<file path="src/hdl/ordered_value_list_macros.svh">
// ordered_value_list_macros.svh: assertion macros for the ordered value list.
// Included by the modules that carry checks; depends on nothing.
`ifndef ORDERED_VALUE_LIST_MACROS_SVH
`define ORDERED_VALUE_LIST_MACROS_SVH

`ifndef SYNTHESIS

// Same-cycle implication, disabled while reset is asserted
`define OVL_ASSERT_IMP(lbl, clk, rst_n, ante, cons) \
  lbl: assert property (@(posedge clk) disable iff (!rst_n) (ante) |-> (cons)) \
    else $error("ordered_value_list: check failed");

// Next-cycle implication, disabled while reset is asserted
`define OVL_ASSERT_NXT(lbl, clk, rst_n, ante, cons) \
  lbl: assert property (@(posedge clk) disable iff (!rst_n) (ante) |=> (cons)) \
    else $error("ordered_value_list: check failed");

`else

`define OVL_ASSERT_IMP(lbl, clk, rst_n, ante, cons)
`define OVL_ASSERT_NXT(lbl, clk, rst_n, ante, cons)

`endif

`endif

</file>
<file path="src/hdl/ovl_pkg.sv">
// ovl_pkg: widths, request and status codes, and shared types of the
// ordered value list. Depends on nothing.
package ovl_pkg;

  // Storage sizing
  localparam int CAPACITY = 16;
  localparam int IDX_W    = $clog2(CAPACITY);
  localparam int CNT_W    = $clog2(CAPACITY + 1);

  // Field widths
  localparam int REQ_W  = 2;
  localparam int VAL_W  = 32;
  localparam int STAT_W = 2;
  localparam int POS_W  = 4;
  localparam int ECNT_W = 5;

  // Request codes
  localparam logic [REQ_W-1:0] REQ_INSERT  = 2'd0;
  localparam logic [REQ_W-1:0] REQ_DELETE  = 2'd1;
  localparam logic [REQ_W-1:0] REQ_SEARCH  = 2'd2;
  localparam logic [REQ_W-1:0] REQ_REVERSE = 2'd3;

  // Status codes
  localparam logic [STAT_W-1:0] STAT_DONE     = 2'd0;
  localparam logic [STAT_W-1:0] STAT_NOTFOUND = 2'd1;
  localparam logic [STAT_W-1:0] STAT_FULL     = 2'd2;

  // Access to the entry store from the sequencer
  typedef struct packed {
    logic             wr_en;
    logic [IDX_W-1:0] wr_addr;
    logic [VAL_W-1:0] wr_data;
    logic [IDX_W-1:0] rd_addr;
  } store_req_t;

  // Finished result handed to the output stage
  typedef struct packed {
    logic [STAT_W-1:0] status;
    logic [POS_W-1:0]  position;
    logic [ECNT_W-1:0] entry_count;
  } rsp_t;

  // Slot index to the 4-bit position field (masked or zero-extended)
  function automatic logic [POS_W-1:0] pos_field(logic [IDX_W-1:0] idx);
    logic [POS_W+IDX_W-1:0] wide;
    wide = {{POS_W{1'b0}}, idx};
    return wide[POS_W-1:0];
  endfunction

  // Fill count to the 5-bit entry_count field (masked or zero-extended)
  function automatic logic [ECNT_W-1:0] cnt_field(logic [CNT_W-1:0] cnt);
    logic [ECNT_W+CNT_W-1:0] wide;
    wide = {{ECNT_W{1'b0}}, cnt};
    return wide[ECNT_W-1:0];
  endfunction

endpackage

</file>
<file path="src/hdl/ovl_chan_if.sv">
// ovl_chan_if: valid/ready channel interfaces for requests and results.
// Depends on ovl_pkg.
interface ovl_req_if;
  logic                              valid;
  logic                              ready;
  logic [ovl_pkg::REQ_W-1:0]         req_type;
  logic signed [ovl_pkg::VAL_W-1:0]  value;

  modport source (output valid, output req_type, output value, input ready);
  modport sink   (input valid, input req_type, input value, output ready);
endinterface

interface ovl_rsp_if;
  logic                        valid;
  logic                        ready;
  logic [ovl_pkg::STAT_W-1:0]  status;
  logic [ovl_pkg::POS_W-1:0]   position;
  logic [ovl_pkg::ECNT_W-1:0]  entry_count;

  modport source (output valid, output status, output position, output entry_count,
                  input ready);
  modport sink   (input valid, input status, input position, input entry_count,
                  output ready);
endinterface

</file>
<file path="src/hdl/ovl_store.sv">
// ovl_store: entry storage, one write port and one registered read port.
// Depends on ovl_pkg.
module ovl_store (
  input  logic                      clk,
  input  ovl_pkg::store_req_t       req,
  output logic [ovl_pkg::VAL_W-1:0] rd_data
);

  logic [ovl_pkg::VAL_W-1:0] mem [ovl_pkg::CAPACITY];
  logic [ovl_pkg::VAL_W-1:0] rd_data_r;

  // Write port
  always_ff @(posedge clk) begin
    if (req.wr_en) begin
      mem[req.wr_addr] <= req.wr_data;
    end
  end

  // Registered read port; old data on a same-address write
  always_ff @(posedge clk) begin
    rd_data_r <= mem[req.rd_addr];
  end

  assign rd_data = rd_data_r;

endmodule

</file>
<file path="src/hdl/ovl_ctrl.sv">
// ovl_ctrl: request sequencer with the shared compare and slot arithmetic.
// Depends on ovl_pkg, ovl_chan_if and ordered_value_list_macros.svh.
`include "ordered_value_list_macros.svh"

module ovl_ctrl (
  input  logic                      clk,
  input  logic                      rst_n,
  ovl_req_if.sink                   in_req,
  output ovl_pkg::store_req_t       st_req,
  input  logic [ovl_pkg::VAL_W-1:0] rd_data,
  output logic                      res_valid,
  input  logic                      res_ready,
  output ovl_pkg::rsp_t             res
);

  typedef enum logic [2:0] {
    ST_IDLE,
    ST_SHUP,
    ST_INS0,
    ST_SCAN,
    ST_SHDN,
    ST_DONE
  } state_t;

  state_t                            state_r, state_nxt;
  logic [ovl_pkg::REQ_W-1:0]         req_r, req_nxt;
  logic [ovl_pkg::VAL_W-1:0]         value_r, value_nxt;
  logic [ovl_pkg::CNT_W-1:0]         count_r, count_nxt;
  logic                              rev_r, rev_nxt;
  logic [ovl_pkg::IDX_W-1:0]         pos_r, pos_nxt;
  logic [ovl_pkg::IDX_W-1:0]         ptr_r, ptr_nxt;
  logic [ovl_pkg::STAT_W-1:0]        status_r, status_nxt;
  logic [ovl_pkg::POS_W-1:0]         position_r, position_nxt;

  logic [ovl_pkg::IDX_W-1:0]         cur_slot;
  logic [ovl_pkg::IDX_W-1:0]         next_slot;
  logic [ovl_pkg::IDX_W-1:0]         last_slot;
  logic                              match;

  // Physical slot of a logical position, front at slot zero or at the top
  function automatic logic [ovl_pkg::IDX_W-1:0] slot_of(
    logic                      rev,
    logic [ovl_pkg::CNT_W-1:0] cnt,
    logic [ovl_pkg::CNT_W-1:0] p
  );
    logic [ovl_pkg::CNT_W-1:0] s;
    s = rev ? (cnt - ovl_pkg::CNT_W'(1) - p) : p;
    return s[ovl_pkg::IDX_W-1:0];
  endfunction

  // Shared slot arithmetic and the one comparator
  assign cur_slot  = slot_of(rev_r, count_r, ovl_pkg::CNT_W'(pos_r));
  assign next_slot = slot_of(rev_r, count_r, ovl_pkg::CNT_W'(pos_r) + ovl_pkg::CNT_W'(1));
  assign last_slot = ovl_pkg::IDX_W'(count_r - ovl_pkg::CNT_W'(1));
  assign match     = (rd_data == value_r);

  assign in_req.ready = (state_r == ST_IDLE);
  assign res_valid    = (state_r == ST_DONE);
  assign res          = '{status: status_r, position: position_r,
                          entry_count: ovl_pkg::cnt_field(count_r)};

  // Sequencer next-state and store access
  always_comb begin
    state_nxt    = state_r;
    req_nxt      = req_r;
    value_nxt    = value_r;
    count_nxt    = count_r;
    rev_nxt      = rev_r;
    pos_nxt      = pos_r;
    ptr_nxt      = ptr_r;
    status_nxt   = status_r;
    position_nxt = position_r;
    st_req       = '0;

    unique case (state_r)
      ST_IDLE: begin
        if (in_req.valid) begin
          req_nxt      = in_req.req_type;
          value_nxt    = in_req.value;
          pos_nxt      = '0;
          status_nxt   = ovl_pkg::STAT_DONE;
          position_nxt = '0;
          case (in_req.req_type) inside
            ovl_pkg::REQ_INSERT: begin
              if (count_r == ovl_pkg::CNT_W'(ovl_pkg::CAPACITY)) begin
                status_nxt = ovl_pkg::STAT_FULL;
                state_nxt  = ST_DONE;
              end else if (!rev_r || count_r == '0) begin
                // back is at the top, or the list is empty
                st_req.wr_en   = 1'b1;
                st_req.wr_addr = rev_r ? '0 : count_r[ovl_pkg::IDX_W-1:0];
                st_req.wr_data = in_req.value;
                count_nxt      = count_r + ovl_pkg::CNT_W'(1);
                state_nxt      = ST_DONE;
              end else begin
                // back is slot zero: move every entry up one slot first
                ptr_nxt        = last_slot;
                st_req.rd_addr = last_slot;
                state_nxt      = ST_SHUP;
              end
            end
            ovl_pkg::REQ_DELETE, ovl_pkg::REQ_SEARCH: begin
              if (count_r == '0) begin
                status_nxt = ovl_pkg::STAT_NOTFOUND;
                state_nxt  = ST_DONE;
              end else begin
                st_req.rd_addr = slot_of(rev_r, count_r, '0);
                state_nxt      = ST_SCAN;
              end
            end
            default: begin
              rev_nxt   = !rev_r;
              state_nxt = ST_DONE;
            end
          endcase
        end
      end

      // entries[ptr] is on the read port; copy it one slot up
      ST_SHUP: begin
        st_req.wr_en   = 1'b1;
        st_req.wr_addr = ptr_r + ovl_pkg::IDX_W'(1);
        st_req.wr_data = rd_data;
        if (ptr_r == '0) begin
          state_nxt = ST_INS0;
        end else begin
          ptr_nxt        = ptr_r - ovl_pkg::IDX_W'(1);
          st_req.rd_addr = ptr_r - ovl_pkg::IDX_W'(1);
        end
      end

      // slot zero is free: place the new back entry
      ST_INS0: begin
        st_req.wr_en   = 1'b1;
        st_req.wr_addr = '0;
        st_req.wr_data = value_r;
        count_nxt      = count_r + ovl_pkg::CNT_W'(1);
        state_nxt      = ST_DONE;
      end

      // compare the entry at logical position pos
      ST_SCAN: begin
        if (match) begin
          if (req_r == ovl_pkg::REQ_SEARCH) begin
            position_nxt = ovl_pkg::pos_field(pos_r);
            state_nxt    = ST_DONE;
          end else if (ovl_pkg::CNT_W'(cur_slot) + ovl_pkg::CNT_W'(1) < count_r) begin
            ptr_nxt        = cur_slot;
            st_req.rd_addr = cur_slot + ovl_pkg::IDX_W'(1);
            state_nxt      = ST_SHDN;
          end else begin
            // match in the top slot: nothing to close up
            count_nxt = count_r - ovl_pkg::CNT_W'(1);
            state_nxt = ST_DONE;
          end
        end else if (ovl_pkg::CNT_W'(pos_r) + ovl_pkg::CNT_W'(1) == count_r) begin
          status_nxt = ovl_pkg::STAT_NOTFOUND;
          state_nxt  = ST_DONE;
        end else begin
          pos_nxt        = pos_r + ovl_pkg::IDX_W'(1);
          st_req.rd_addr = next_slot;
        end
      end

      // entries[ptr+1] is on the read port; close the gap at ptr
      ST_SHDN: begin
        st_req.wr_en   = 1'b1;
        st_req.wr_addr = ptr_r;
        st_req.wr_data = rd_data;
        if (ovl_pkg::CNT_W'(ptr_r) + ovl_pkg::CNT_W'(2) < count_r) begin
          ptr_nxt        = ptr_r + ovl_pkg::IDX_W'(1);
          st_req.rd_addr = ovl_pkg::IDX_W'(ovl_pkg::CNT_W'(ptr_r) + ovl_pkg::CNT_W'(2));
        end else begin
          count_nxt = count_r - ovl_pkg::CNT_W'(1);
          state_nxt = ST_DONE;
        end
      end

      ST_DONE: begin
        if (res_ready) begin
          state_nxt = ST_IDLE;
        end
      end

      default: begin
        state_nxt = ST_IDLE;
      end
    endcase
  end

  // State and registered outputs
  always_ff @(posedge clk) begin
    if (!rst_n) begin
      state_r <= ST_IDLE;
      count_r <= '0;
      rev_r   <= 1'b0;
    end else begin
      state_r <= state_nxt;
      count_r <= count_nxt;
      rev_r   <= rev_nxt;
    end
    req_r      <= req_nxt;
    value_r    <= value_nxt;
    pos_r      <= pos_nxt;
    ptr_r      <= ptr_nxt;
    status_r   <= status_nxt;
    position_r <= position_nxt;
  end

  // Checks
  `OVL_ASSERT_IMP(a_count_max, clk, rst_n, 1'b1,
                  count_r <= ovl_pkg::CNT_W'(ovl_pkg::CAPACITY))
  `OVL_ASSERT_IMP(a_full_status, clk, rst_n,
                  res_valid && res.status == ovl_pkg::STAT_FULL,
                  count_r == ovl_pkg::CNT_W'(ovl_pkg::CAPACITY))
  `OVL_ASSERT_NXT(a_scan_no_write, clk, rst_n,
                  state_r == ST_SCAN && !match,
                  count_r == $past(count_r))

endmodule

</file>
<file path="src/hdl/ordered_value_list.sv">
// ordered_value_list: top level, sequencer plus entry store plus result register.
// Depends on ovl_pkg, ovl_chan_if, ovl_store and ovl_ctrl.
//
//   channel   port     dir  payload
//   request   in_req   in   req_type[1:0], value[31:0] signed
//   result    out_rsp  out  status[1:0], position[3:0], entry_count[4:0]
//
// One request at a time; the store has a single registered read port and one
// comparator. Reverse, full insert, empty search and forward append go
// straight to the result register; search scans from the front; delete scans,
// then closes the gap; reversed append first moves every entry up one slot.
// Reset is synchronous; the store is not cleared. A stalled result sits in
// the output register while the next request is taken.
module ordered_value_list (
  input  logic      clk,
  input  logic      rst_n,
  ovl_req_if.sink   in_req,
  ovl_rsp_if.source out_rsp
);

  ovl_pkg::store_req_t        st_req;
  logic [ovl_pkg::VAL_W-1:0]  rd_data;
  logic                       res_valid;
  logic                       res_ready;
  ovl_pkg::rsp_t              res;

  logic                       out_valid_r;
  ovl_pkg::rsp_t              out_data_r;

  ovl_ctrl u_ctrl (
    .clk       (clk),
    .rst_n     (rst_n),
    .in_req    (in_req),
    .st_req    (st_req),
    .rd_data   (rd_data),
    .res_valid (res_valid),
    .res_ready (res_ready),
    .res       (res)
  );

  ovl_store u_store (
    .clk     (clk),
    .req     (st_req),
    .rd_data (rd_data)
  );

  // Result register: loads when empty or being drained this cycle
  assign res_ready = !out_valid_r || out_rsp.ready;

  always_ff @(posedge clk) begin
    if (!rst_n) begin
      out_valid_r <= 1'b0;
    end else if (res_ready) begin
      out_valid_r <= res_valid;
    end
    if (res_ready && res_valid) begin
      out_data_r <= res;
    end
  end

  assign out_rsp.valid       = out_valid_r;
  assign out_rsp.status      = out_data_r.status;
  assign out_rsp.position    = out_data_r.position;
  assign out_rsp.entry_count = out_data_r.entry_count;

endmodule
</file>
<file path="src/flat_wrapper.sv">
// flat-port wrapper written by rule: the top's interface ports become plain ports
module ordered_value_list_flat 
  (clk, rst_n, in_req_valid, in_req_req_type, in_req_value, in_req_ready, out_rsp_valid, out_rsp_status, out_rsp_position, out_rsp_entry_count, out_rsp_ready);
  ovl_req_if in_req_i ();
  ovl_rsp_if out_rsp_i ();
  input  logic clk;
  input  logic rst_n;
  input wire logic [$bits(in_req_i.valid)-1:0] in_req_valid;
  input wire logic [$bits(in_req_i.req_type)-1:0] in_req_req_type;
  input wire logic [$bits(in_req_i.value)-1:0] in_req_value;
  output wire logic [$bits(in_req_i.ready)-1:0] in_req_ready;
  output wire logic [$bits(out_rsp_i.valid)-1:0] out_rsp_valid;
  output wire logic [$bits(out_rsp_i.status)-1:0] out_rsp_status;
  output wire logic [$bits(out_rsp_i.position)-1:0] out_rsp_position;
  output wire logic [$bits(out_rsp_i.entry_count)-1:0] out_rsp_entry_count;
  input wire logic [$bits(out_rsp_i.ready)-1:0] out_rsp_ready;
  assign in_req_i.valid = in_req_valid;
  assign in_req_i.req_type = in_req_req_type;
  assign in_req_i.value = in_req_value;
  assign in_req_ready = in_req_i.ready;
  assign out_rsp_valid = out_rsp_i.valid;
  assign out_rsp_status = out_rsp_i.status;
  assign out_rsp_position = out_rsp_i.position;
  assign out_rsp_entry_count = out_rsp_i.entry_count;
  assign out_rsp_i.ready = out_rsp_ready;
  ordered_value_list u_core (.clk(clk), .rst_n(rst_n), .in_req(in_req_i), .out_rsp(out_rsp_i));
endmodule
</file>
<file path="config.mk">
export PLATFORM = sky130hd
export DESIGN_NAME = ordered_value_list_flat
export DESIGN_NICKNAME = d
export VERILOG_FILES = /design/src/hdl/ovl_pkg.sv /design/src/hdl/ovl_chan_if.sv /design/src/hdl/ovl_store.sv /design/src/hdl/ovl_ctrl.sv /design/src/hdl/ordered_value_list.sv /design/src/flat_wrapper.sv
export VERILOG_INCLUDE_DIRS = /design/src /design/src/hdl
export SDC_FILE = /design/constraint.sdc
export NUM_CORES = 1
export LEC_CHECK = 0
export BUFFER_PORTS_ARGS = -buffer_cell sky130_fd_sc_hd__buf_2
export CORE_MARGIN = 2
export CORE_UTILIZATION = 50
export CTS_CLUSTER_SIZE = 28
export DETAILED_ROUTE_END_ITERATION = 12
export PLACE_DENSITY = 0.75
export SYNTH_ARGS = -nofsm -noshare
export SYNTH_HDL_FRONTEND = slang
export SYNTH_SLANG_ARGS = --single-unit
</file>
<file path="constraint.sdc">
create_clock -name clk -period 4.9 [get_ports clk]
set_clock_uncertainty 0.15 [all_clocks]
set_input_delay 1.47 -clock clk [delete_from_list [all_inputs] [get_ports clk]]
set_output_delay 1.47 -clock clk [all_outputs]
set_load 0.02 [all_outputs]
</file>
==> metrics, run 1 <==
xor/xnor share of the synthesized area=0.01789; Primary FF master, synth=edfxtp_1; fin. max-slew vios=0; Power Dens Cells=767.8 nW/um^2; # H-tree levels=2; Post-synth EDFFs=571; Hold Crit Class=reg -> reg; final antenna-violating net count=0; clk sinks=613; Max Fclk=209.9 MHz; area of the multi-input gates=8210 um^2; Detail Placement HPWL=38.83 mm; GRT Total Usage=0.2668; area share of the largest cell type after synthesis=0.6352; total wire length=77.73 mm; Row Count=85; worst skew pair latency=630 ps; gr ovfl total=0; Critical Path End Type=flip-flop; vias in the first global route=18,230; async set or reset register ratio after synthesis=0; post-synthesis adder-cell area fraction=0.01354; final net count=1,994; Synth Area in Compound Gates=0.1286; routed length on met2=36.84 mm; sequential power share=0.357; Setup Slack @ Placement=69.65 ps; synthesis-stage register bit count=613; largest family of logic cells by synthesized area=simple AND/OR/NAND/NOR gates; Seq. cell area=17,990 um^2; YS warnings=0; CP arrival=5110 ps; clock root buffer=clkbuf_16; Pleak=10.90 nW; Synth Instances=1,928; status=complete, no violations; Max Used Layer=met4; Initial Util=0.5036; largest cells by area after synthesis=edfxtp_1 (64%), a221o_1 (8.5%), and3_1 (5.3%); cell count after placement=2,556; startpoint types=flip-flop; WS Path Type=reg -> reg; Logic pwr share=0.452; Clock transition at path regs=70 ps; pin count of the biggest net entering global routing=257; Netlist cell types=68; core area=53,600 um^2; post-synthesis mux area share=0.001113; Clock Path Buffers=3; slowest stage delay, CP=530 ps; fillers=4,088; net load switching power=9.232 mW; Top Ports=51; Die Span X=236.3 um; Sw Share=0.3922; Hold Violations, Final=0; routed wirelength normalized by instance count=29.06 um; Met1 Wirelength=29.24 mm; Worst path most repeated cell=ha_1; worst r2r path cells=19; synthesized area=26,990 um^2; Via-to-Cell Ratio=7.057; CTS tree=built; clock share of power=0.191; Internal=14.30 mW; register area share after synthesis=0.6664; CP max stage cell=or4_4; Met3 Wirelength=8.597 mm; worst path cell trace=inv_1 -> ha_1 -> xor2_2 -> ha_1 -> nor2b_1 -> a221oi_2 -> xor2_1 -> nor2_2 -> xnor2_2 -> nor3b_2 -> ha_1 -> or3_1 -> o32a_1 -> or4_4 -> and3_4 -> buf_12 -> a221o_1 -> nand4_1 -> nand4_1; hold buffers post-CTS=0; total CTS buffers=57; Synth Area in Simple Gates=0.1338; global-route wire length before repair=113.4 mm; die span in y=236.3 um; Syn-to-layout area delta=13.57%; drt drc=0; fin crit period=4763 ps; routed vias=18,880; syn avg cell area=14.00 um^2; crit-path max FO=36; Worst Tran Pin Value=1343 ps; max-cap violations=0; worst hold path depth=0; Detailed Routing Iterations Pass 1=6; antenna violations before repair=2; Min Hold Slack=273.7 ps; Setup violations, final=0; I/O Buffers=50; worst vdd ir=0.4852 mV; fin crit share=0.9721; syn nets=1,994; largest area contributor in the netlist=edfxtp_1; 1st-iter DRT viols=3,400; Final Non-Filler Cells=2,675; total die area=55,860 um^2; worst path required time=5250 ps; share of layout cells above drive strength 1=0.1427; Slew headroom=0.09299; GPL Wtd Cong=0.9351; Final Worst Setup Slack=136.9 ps
synth_stat cells (4+ instances only):
library cell / number
a21boi_0: 4
a21oi_1: 16
a221o_1: 229
a221oi_1: 6
a222oi_1: 33
and2_1: 5
and3_1: 230
buf_1: 5
buf_2: 41
buf_6: 5
clkbuf_1: 145
dfxtp_1: 42
edfxtp_1: 571
ha_1: 26
inv_1: 55
nand2_1: 36
nand2b_1: 5
nand3_1: 36
nand4_1: 197
nor2_1: 44
nor2b_1: 9
nor3_1: 8
nor3b_1: 4
nor4_2: 8
o21a_1: 4
o21ai_0: 19
o31ai_1: 33
xnor2_1: 10
xor2_1: 40
placed cells by master, fill, tap and decap left out, drive strengths merged, types with 5 or more instances in the layout:
master and instances:
nor3b 5, o31ai 33, nand3 37, a222oi 33, nor2 46, nand4 198, dfxtp 42, xnor2 10
nand2 36, a221oi 7, nor3 10, buf 133, clkbuf 80, nand2b 5, inv 58, clkinv 19
a21oi 17, o21ai 19, xor2 40, o211ai 5, bufinv 6, and2 5, ha 26, a221o 229
nor2b 9, nor4 11, and3 231, edfxtp 571
power groups by stage:
| stage | Clock (mW) | Sequential, mW | Combinational (mW) |
|---|---|---|---|
| after global placement | 0 | 8.43 | 9.94 |
| after detailed placement | 0 | 8.49 | 10.2 |
| after CTS | 4.53 | 8.38 | 10.2 |
| final | 4.50 | 8.41 | 10.6 |
| after floorplan | 0 | 8.35 | 6.75 |
| after global routing | 4.73 | 8.49 | 11.3 |
state kept, by name, summed over array words and instances (netlist names):
register and cells:
u_core.u_ctrl.count_r 5, u_core.u_ctrl.req_r 2, u_core.out_rsp.status 2, u_core.u_ctrl.rev_r 1
u_core.u_ctrl.ptr_r 4, u_core.u_ctrl.pos_r 4, u_core.u_ctrl.state_r 3, u_core.u_store.mem 512
u_core.u_ctrl.value_r 32, u_core.out_rsp.position 4, u_core.out_rsp.valid 1, u_core.u_ctrl.status_r 2
u_core.out_rsp.entry_count 5, u_core.u_ctrl.position_r 4, u_core.u_store.rd_data 32
logic make-up after synthesis:
kind of cell,after synthesis
compound gates,376
xor+xnor,52
fa+ha+maj,28
buf+inv,253
flops,613
mux,3
simple gates,603
worst max-delay path, delay by kind of cell, from the launching register on:
| kind | cells | cell delay, ps |
|---|---|---|
| flip-flops | 1 | 350 |
| buffers and inverters | 2 | 240 |
| XOR/XNOR | 3 | 620 |
| AND/OR/NAND/NOR | 8 | 1750 |
| AO/OA/AOI/OAI | 3 | 770 |
| adder cells (fa/ha/maj) | 3 | 750 |
path summary, 6_finish.rpt:
path / from / endpoint / slack [ps]
setup / recovery: u_core.u_ctrl.count_r[0]$_SDFFE_PN0P_ / u_core.u_store.rd_data[19]$_DFF_P_ / 140
hold / removal: u_core.u_ctrl.status_r[1]$_SDFFCE_PP0P_ / u_core.out_rsp.status[1]$_DFFE_PP_ / 270
setup reg to reg: u_core.u_ctrl.count_r[0]$_SDFFE_PN0P_ / u_core.u_store.rd_data[19]$_DFF_P_ / 140
hold reg to reg: u_core.u_ctrl.status_r[1]$_SDFFCE_PP0P_ / u_core.out_rsp.status[1]$_DFFE_PP_ / 270
per-stage QoR:
stage                       util  setup TNS (ps)  area (um^2)  power (mW)
after floorplan                -               0        27000       15.10
after global placement    0.5328               0        28560       18.38
after detailed placement  0.5328               0        28560       18.64
after CTS                 0.5682               0        30450       23.14
after global routing      0.5718           -1313        30650       24.52
final                     0.5719               0        30650       23.54
layer usage:
metal  track usage  vias up
met5             0        -
met4        0.1097        0
met3       0.05348      208
met2        0.4277     1249
met1        0.3576     9459
li1              -     7961
layout make-up:
cell class              instances  area share
flip-flops and latches        613      0.5868
repair buffers                137     0.04808
multi-input cells            1063      0.2678
well taps                     696     0.02841
inverters                      56    0.006857
diodes                          3   0.0002449
clock inverters                31     0.01057
clock buffers                  76     0.05122
what timing repair did:
| action | 4_1_cts | 5_1_grt |
|---|---|---|
| setup buffers | 0 | 4 |
| hold endpoints to repair | 0 | 0 |
| gates resized for setup | 0 | 14 |
| setup endpoints to repair | 0 | 33 |
Power figures use the tool's default switching activity.
==> run 2: changes to the inputs <==
--- a/config.mk
+++ b/config.mk
@@ -8,10 +8,10 @@
 export LEC_CHECK = 0
 export BUFFER_PORTS_ARGS = -buffer_cell sky130_fd_sc_hd__buf_2
 export CORE_MARGIN = 2
-export CORE_UTILIZATION = 50
+export CORE_UTILIZATION = 26
 export CTS_CLUSTER_SIZE = 28
 export DETAILED_ROUTE_END_ITERATION = 12
-export PLACE_DENSITY = 0.75
+export PLACE_DENSITY = 0.48
 export SYNTH_ARGS = -nofsm -noshare
 export SYNTH_HDL_FRONTEND = slang
 export SYNTH_SLANG_ARGS = --single-unit
==> run 2 against run 1 <==
Effect of this change:
- register-to-register slack is essentially flat
- utilization fell by 26 points
- count of clock-buffer cells in the layout increased by 15
- design area is 3.7% higher
- critical endpoint is now u_core.u_store.rd_data[21]$_DFF_P_
- flip-flop and latch count unchanged
- worst hold slack lost 3.4 ps
- first-iteration DRC count is 31% lower
- power is 3.6% higher
- largest power group unchanged
- combinational power about the same
==> metrics, run 2 (same netlist as run 1, synthesis figures left out) <==
WS Path Type=reg -> reg; Syn-to-layout area delta=17.74%; crit-path max FO=28; routed wirelength normalized by instance count=26.42 um; Setup Slack @ Placement=13.87 ps; 1st-iter DRT viols=2,335; Final Non-Filler Cells=3,384; total wire length=89.42 mm; Detailed Routing Iterations Pass 1=9; Setup crit start=u_core.u_ctrl.count_r[1]$_SDFFE_PN0P_; GPL Wtd Cong=0.8311; core area=103,200 um^2; clock root buffer=clkbuf_16; total power=24.37 mW; Row Count=118; worst r2r path cells=17; total CTS buffers=69; worst vdd ir=0.4874 mV; total die area=106,400 um^2; status=complete, no violations; worst setup path end=u_core.u_store.rd_data[21]$_DFF_P_; Power Dens Cells=766.9 nW/um^2; die span in y=326.2 um; Setup violations, final=0; global-route wire length before repair=127.7 mm; Die Span X=326.2 um; Pleak=11.08 nW; worst path required time=5230 ps; Hold Violations, Final=0; final net count=2,013; setup tns final=0 ps; Clock Path Buffers=3; pin count of the biggest net entering global routing=165; Initial Util=0.2615; clk sinks=613; # H-tree levels=3; GRT Total Usage=0.1604; fin. max-slew vios=0; Hold Crit Class=reg -> reg; Detail Placement HPWL=45.09 mm; Worst Tran Pin Value=843.1 ps; fillers=10,180; commonest non-fill, non-tap cell in the layout=edfxtp_1; Final Worst Setup Slack=142.1 ps; cell count after placement=3,250; largest register by flop count=u_core.u_store.mem; startpoint types=flip-flop; routed vias=18,460; worst path cell trace=inv_1 -> ha_1 -> buf_4 -> fa_1 -> a21oi_4 -> nand2_1 -> nor2_1 -> xnor3_1 -> ha_1 -> or3_1 -> o32a_1 -> or4_4 -> and3_4 -> clkbuf_16 -> a221o_1 -> nand4_1 -> nand4_1; Worst R2R End=u_core.u_store.rd_data[21]$_DFF_P_; drt drc=0; gr ovfl total=0; CP max stage cell=or4_4; CP arrival=5090 ps; worst skew pair latency=620 ps; antenna violations before repair=2; CTS tree=built; slowest stage delay, CP=520 ps; fin crit share=0.9710; Via-to-Cell Ratio=5.455; max-cap violations=0; I/O Buffers=50; r2r setup slk=140 ps; final antenna-violating net count=0; commonest cells after routing, fill and taps aside=edfxtp_1 (571), and3_1 (229), a221o_1 (228); Top Ports=51; Clock transition at path regs=60 ps; max reg flops=512; share of layout cells above drive strength 1=0.1528; Max Fclk=210.2 MHz; fin crit period=4758 ps; RR Startpoint=u_core.u_ctrl.count_r[1]$_SDFFE_PN0P_; vias in the first global route=17,990; Critical Path End Type=flip-flop; Slew headroom=0.4379
==> run 2: cell count changes in the layout (fill, tap and decap cells not counted), moves of 2 or more <==
cell       before  now
bufinv_16       6    3
clkbuf_16      63   73
buf_6           4    1
diode_2         3    1
buf_4          41   59
clkinv_4        2    0
clkbuf_1       14   16
inv_6           2    5
clkinv_1        5   11
clkinv_8        0    2
buf_12         35   31
==> run 2: layout make-up <==
type	instances	area (um^2)	area share
diodes	1	2.502	0.00007874
clock buffers	91	1892	0.05953
clock inverters	36	292.8	0.009212
inverters	56	210.2	0.006614
multi-input cells	1062	8240	0.2593
flip-flops and latches	613	17990	0.5660
well taps	1380	1727	0.05433
repair buffers	145	1430	0.04500
==> run 2: worst min path at each step <==
| stage | slack (ps) | startpoint | to | cells after the start |
|---|---|---|---|---|
| final | 270 | u_core.u_ctrl.position_r[3]$_SDFFCE_PN0P_ | u_core.out_rsp.position[3]$_DFFE_PP_ | 0 |
| after global routing | 270 | u_core.u_ctrl.position_r[3]$_SDFFCE_PN0P_ | u_core.out_rsp.position[3]$_DFFE_PP_ | 0 |
| after CTS | 270 | u_core.u_ctrl.position_r[3]$_SDFFCE_PN0P_ | u_core.out_rsp.position[3]$_DFFE_PP_ | 0 |
| after detailed placement | 250 | u_core.u_ctrl.position_r[2]$_SDFFCE_PN0P_ | u_core.out_rsp.position[2]$_DFFE_PP_ | 0 |
| after global placement | 250 | u_core.u_ctrl.status_r[0]$_SDFFCE_PP1P_ | u_core.out_rsp.status[0]$_DFFE_PP_ | 0 |
| after floorplan | 250 | u_core.u_ctrl.position_r[0]$_SDFFCE_PN0P_ | u_core.out_rsp.position[0]$_DFFE_PP_ | 0 |
==> run 2: timing repair <==
item / 4_1_cts / 5_1_grt
resized for setup: 1 / 11
setup endpoints to repair: 23 / 33
hold buffers: 0 / 0
gates cloned: 0 / 3
pin swaps: 0 / 2
buffers inserted: 0 / 3
==> run 2: per-stage QoR <==
step                      hold slack [ps]    util  instance area [um^2]
after floorplan                     250.3       -                 27000
after global placement              251.6  0.2852                 29430
after detailed placement            254.5  0.2852                 29430
after CTS                           266.4  0.3064                 31620
after global routing                272.9  0.3079                 31780
final                               270.3  0.3080                 31780
==> run 2: power breakdown <==
| group | switching, mW | internal (mW) |
|---|---|---|
| Sequential | 0.428 | 7.96 |
| Clock | 2.15 | 2.90 |
| Combinational | 7.19 | 3.76 |
| Total | 9.77 | 14.6 |
==> run 2: critical path: cells and delay by family (launching register included) <==
family | cells | cell delay [ps]
xor gates and xnor gates | 1 | 340
adders and majority gates | 3 | 980
DFF | 1 | 330
buffers and inverters | 3 | 460
and+or+nand+nor | 7 | 1580
AOI/OAI and AO/OA | 3 | 730
==> run 2: routing by layer <==
| layer | track usage | wire length (um) |
|---|---|---|
| met4 | 0.04678 | 2150 |
| met3 | 0.02332 | 5732 |
| met5 | 0 | 0 |
| met1 | 0.2217 | 39510 |
| met2 | 0.2608 | 42030 |
